`src/hdl/lfu_pkg.sv`:
```
package lfu_pkg;

  localparam int ENTRIES_DEF    = 16;
  localparam int KEY_BITS_DEF   = 32;
  localparam int VALUE_BITS_DEF = 32;
  localparam int COUNT_BITS     = 32;
  localparam int CAP_BITS       = 5;
  localparam int CAP_RESET      = 16;

  localparam logic OP_GET = 1'b0;
  localparam logic OP_PUT = 1'b1;

  typedef struct packed {
    logic dec_en;
    logic touch_en;
    logic wr_val;
    logic kill_en;
    logic ins_en;
  } lfu_cmd_t;

endpackage

```
`src/hdl/lfu_cell.sv`:
```
module lfu_cell #(
  parameter int INDEX      = 0,
  parameter int IDX_W      = 4,
  parameter int KEY_BITS   = 32,
  parameter int VALUE_BITS = 32
) (
  input  logic                  clk,
  input  logic                  rst,
  input  lfu_pkg::lfu_cmd_t     cmd,
  input  logic [IDX_W-1:0]      tgt_idx,
  input  logic [IDX_W-1:0]      ins_idx,
  input  logic [IDX_W-1:0]      kill_idx,
  input  logic [IDX_W-1:0]      dec_rank,
  input  logic [IDX_W-1:0]      new_rank,
  input  logic [KEY_BITS-1:0]   wkey,
  input  logic [VALUE_BITS-1:0] wval,
  input  logic [KEY_BITS-1:0]   lkey,
  output logic                  valid,
  output logic                  match,
  output logic [KEY_BITS-1:0]   key,
  output logic [VALUE_BITS-1:0] value,
  output logic [IDX_W-1:0]      rank,
  input  logic                  cin_ok,
  input  logic [lfu_pkg::COUNT_BITS-1:0] cin_cnt,
  input  logic [IDX_W-1:0]      cin_rank,
  input  logic [IDX_W-1:0]      cin_idx,
  output logic                  cout_ok,
  output logic [lfu_pkg::COUNT_BITS-1:0] cout_cnt,
  output logic [IDX_W-1:0]      cout_rank,
  output logic [IDX_W-1:0]      cout_idx
);
  import lfu_pkg::*;

  localparam logic [IDX_W-1:0] MY_IDX = IDX_W'(INDEX);

  logic [COUNT_BITS-1:0] count;
  logic                  take;

  assign match = valid && (key == lkey);
  assign take  = valid && (!cin_ok || count < cin_cnt ||
                           (count == cin_cnt && rank < cin_rank));

  always_ff @(posedge clk) begin
    if (rst) begin
      valid   <= 1'b0;
      cout_ok <= 1'b0;
    end else begin
      cout_ok <= cin_ok || valid;
      if (cmd.ins_en && ins_idx == MY_IDX) valid <= 1'b1;
      else if (cmd.kill_en && kill_idx == MY_IDX) valid <= 1'b0;
    end
  end

  always_ff @(posedge clk) begin
    if (take) begin
      cout_cnt  <= count;
      cout_rank <= rank;
      cout_idx  <= MY_IDX;
    end else begin
      cout_cnt  <= cin_cnt;
      cout_rank <= cin_rank;
      cout_idx  <= cin_idx;
    end
    if (cmd.dec_en && valid && rank > dec_rank) rank <= rank - 1'b1;
    if (cmd.touch_en && tgt_idx == MY_IDX) begin
      rank <= new_rank;
      if (count != '1) count <= count + 1'b1;
      if (cmd.wr_val) value <= wval;
    end
    if (cmd.ins_en && ins_idx == MY_IDX) begin
      rank  <= new_rank;
      count <= COUNT_BITS'(1);
      key   <= wkey;
      value <= wval;
    end
  end

endmodule

```
`config.mk`:
```
export PLATFORM = sky130hd
export DESIGN_NAME = lfu_cell
export DESIGN_NICKNAME = d
export VERILOG_FILES = /design/src/hdl/lfu_pkg.sv /design/src/hdl/lfu_cell.sv
export SDC_FILE = /design/constraint.sdc
export NUM_CORES = 1
export LEC_CHECK = 0
export BUFFER_PORTS_ARGS = -buffer_cell sky130_fd_sc_hd__buf_2
export CORE_ASPECT_RATIO = 1.5
export CORE_MARGIN = 2
export CORE_UTILIZATION = 35
export DETAILED_ROUTE_END_ITERATION = 10
export PLACE_DENSITY = 0.58
export SLEW_MARGIN = 20
export SYNTH_ARGS = -nofsm -noshare
export SYNTH_HDL_FRONTEND = slang
export SYNTH_SLANG_ARGS = --single-unit
export TNS_END_PERCENT = 5
```
`constraint.sdc`:
```
create_clock -name clk -period 2.5 [get_ports clk]
set_input_delay 0.5 -clock clk [delete_from_list [all_inputs] [get_ports clk]]
set_output_delay 0.5 -clock clk [all_outputs]
set_load 0.03 [all_outputs]
```
==> out/summary.txt <==
run status: finished, violations left
failing checks: setup timing
synth top area cells: edfxtp_1 28%, dfxtp_1 21%, ha_1 7.1%, xnor2_1 4.6%, o22a_1 4.1%
Synth top area share: 0.2826
fin nets: 1225
I/O pins: 275
layout cells sized above 1: 0.3911
Layout area overhead: 38.30%
PortBufs: 274
final worst slack: -0.07068 ns
Pwr per Cell Area: 574.1 nW/um^2
Seq/Total Area, Yosys: 0.4876
Adder-Cell Fraction of Synth Area: 0.07100
CTS sink count: 142
CP endpoint kind: output port
compound-gate portion of the synthesized area: 0.1577
Worst-Skew Late Latency: 0.43 ns
Yosys warnings: 0
Clock transition at path regs: 0.06 ns
Main synth FF type: dfxtp_1
post-synthesis cell type count: 56
fin cells: 1299
Setup Viol. Count Final: 1
Chip Height: 180.0 microns
initial antenna violation count: 3
FF/Latch Area: 3525 sq um
unrepaired setup endpoints after global routing: true
Synth area leader: edfxtp_1
total track usage: 0.2013
Crit path required time: 2.00 ns
post-layout util: 0.4913
most frequent cell after synthesis: dfxtp_1
mapped cell area: 7226 sq um
Post-Syn Instances: 690
Clock Path Buffers: 2
most instantiated cells after synthesis: 74 x dfxtp_1, 68 x edfxtp_1, 60 x nand2_1
row count: 64
slew margin rel.: 0.5011
Async SR Flop Fraction: 0
vias in the first global route: 6466
initial DRC count: 294
maximum VDD drop: 410.8 uV
Max Cap Violations: 0
Die Area: 21830 sq um
CP max FO: 2
Post-Synth Simple-Gate Area: 0.1591
largest net degree at the start of global routing: 76
Fillers: 1974
period utilization: 1.028
main combinational cell family by area after synthesis: simple AND/OR/NAND/NOR gates
first-pass GRT wire length: 33620 microns
clk root buf: clkbuf_16
Placer Congestion: 0.8366
fmax: 0.3890 GHz
DRC: 0
Tightest Pin Transition: 0.7483 ns
setup TNS: -0.07068 ns
H-tree depth: 4
mean post-synth cell area: 10.47 sq um
via/cell ratio: 5.048
Yosys reg bits: 142
Post-Synth XOR/XNOR Area: 0.07636
Post-CTS Setup Inserts: 0
CP arrival: 2.07 ns
crit start category: flip-flop
Post-DRT Antenna Nets: 0
Final min period: 2.571 ns
Initial Util: 0.3553
max-slew violation total from the final report: 0
CTS Buf Count: 17
Routed WL: 22070 microns
drt pass-1 iters: 4
Syn Nets: 895
Place WS: -0.2732 ns
WHS: 0.2400 ns
post-synthesis mux area share: 0.001385
HPWL after detailed placement: 17400 microns
placed cells: 1265
Crit Path Category: reg -> out
Leak Pwr: 4.327 nW
global route total overflow: 0
core area: 20340 sq um
CTS tree: built
Hold Buf Count CTS: 0
Hold Path Class: in -> reg
Die W: 121.3 microns
Clock Skew: 0.01252 ns
Fin. Hold Viols: 0
wire length per cell: 16.99 microns
Post-synth EDFFs: 68
Via Count: 6557
footprint of the multi-input gates: 3386 sq um
==> worst max-delay path, stage by stage, from the launching register on <==
cell      delay [ns]
edfxtp_1        0.44
xnor2_1         0.25
nand4_1         0.15
nor4_2          0.24
nand4_1         0.19
nor4_2          0.18
buf_4           0.20
==> cell families (layout without fill, tap and decap cells) <==
family,after synthesis,after routing
simple gates,210,210
compound gates,150,150
flops,142,142
buf+inv,83,426
xor+xnor,63,63
fa+ha+maj,41,41
mux,1,1
other cells,0,2
==> worst paths after layout <==
| path | from | to | slack (ns) | depth (start not counted) |
|---|---|---|---|---|
| max | key[31]$_DFFE_PP_ | match | -0.07 | 6 |
| min | wval[13] | value[13]$_DFFE_PP_ | 0.24 | 1 |
| max reg2reg | count[23]$_SDFFE_PP0P_ | cout_cnt[20]$_DFF_P_ | 0.17 | 9 |
| min reg2reg | valid$_SDFFE_PP0P_ | cout_ok$_SDFF_PP0_ | 0.57 | 2 |
==> area by class of cell <==
class / count / share of cell area
Inverter: 44 / 0.01653
Tap cell: 264 / 0.03305
Clock inverter: 15 / 0.01127
Sequential cell: 142 / 0.3527
Antenna cell: 2 / 0.0005008
Multi-Input combinational cell: 465 / 0.3388
Clock buffer: 17 / 0.04257
Timing Repair Buffer: 350 / 0.2046
==> through the flow <==
stage / power [mW] / cell area, sq um
final: 5.737 / 9993
after global routing: 5.996 / 9991
after CTS: 5.818 / 9976
after detailed placement: 3.480 / 9435
after global placement: 3.469 / 9435
after floorplan: 3.100 / 7232
==> power breakdown <==
| group | switching [mW] | internal, mW | total [mW] |
|---|---|---|---|
| Clock | 1.04 | 1.27 | 2.31 |
| Combinational | 0.464 | 0.359 | 0.822 |
| Sequential | 0.0592 | 2.54 | 2.60 |
==> cell usage in the layout, fill, tap and decap left out, types with 8 or more instances in the layout <==
cell type	netlist	final
ha_1	41	41
xor2_1	25	25
nand2_1	60	60
o211ai_1	39	39
edfxtp_1	68	68
o22a_1	34	34
buf_2	9	273
nand4_1	31	31
inv_1	44	43
o21ai_0	12	12
o311ai_1	31	31
dfxtp_1	74	73
buf_4	0	69
buf_12	0	8
nand3_1	18	18
a21oi_1	17	17
xnor2_1	38	38
nor2_1	40	40
clkbuf_16	0	17
==> per-layer routing <==
metal	share of wire	track usage	up-vias	wire length [microns]
li1	-	-	3253	-
met1	0.35	0.1892	3047	7676
met2	0.55	0.3872	218	12120
met3	0.072	0.05711	37	1582
met4	0.031	0.09747	2	674
met5	0.00077	0	-	17
==> sequential cells by signal (all words and copies together), names as in the netlist <==
name and flops:
cout_ok 1, valid 1, rank 4, value 32, key 32, count 32, cout_idx 4, cout_rank 4
cout_cnt 32
==> repair_timing <==
action / in CTS / in global routing
setup endpoints to repair: 1 / 26
pin swaps: 3 / 2
hold endpoints to repair: 0 / 0
resized for setup: 1 / 2
No activity file was read; power rests on OpenSTA's default activity.
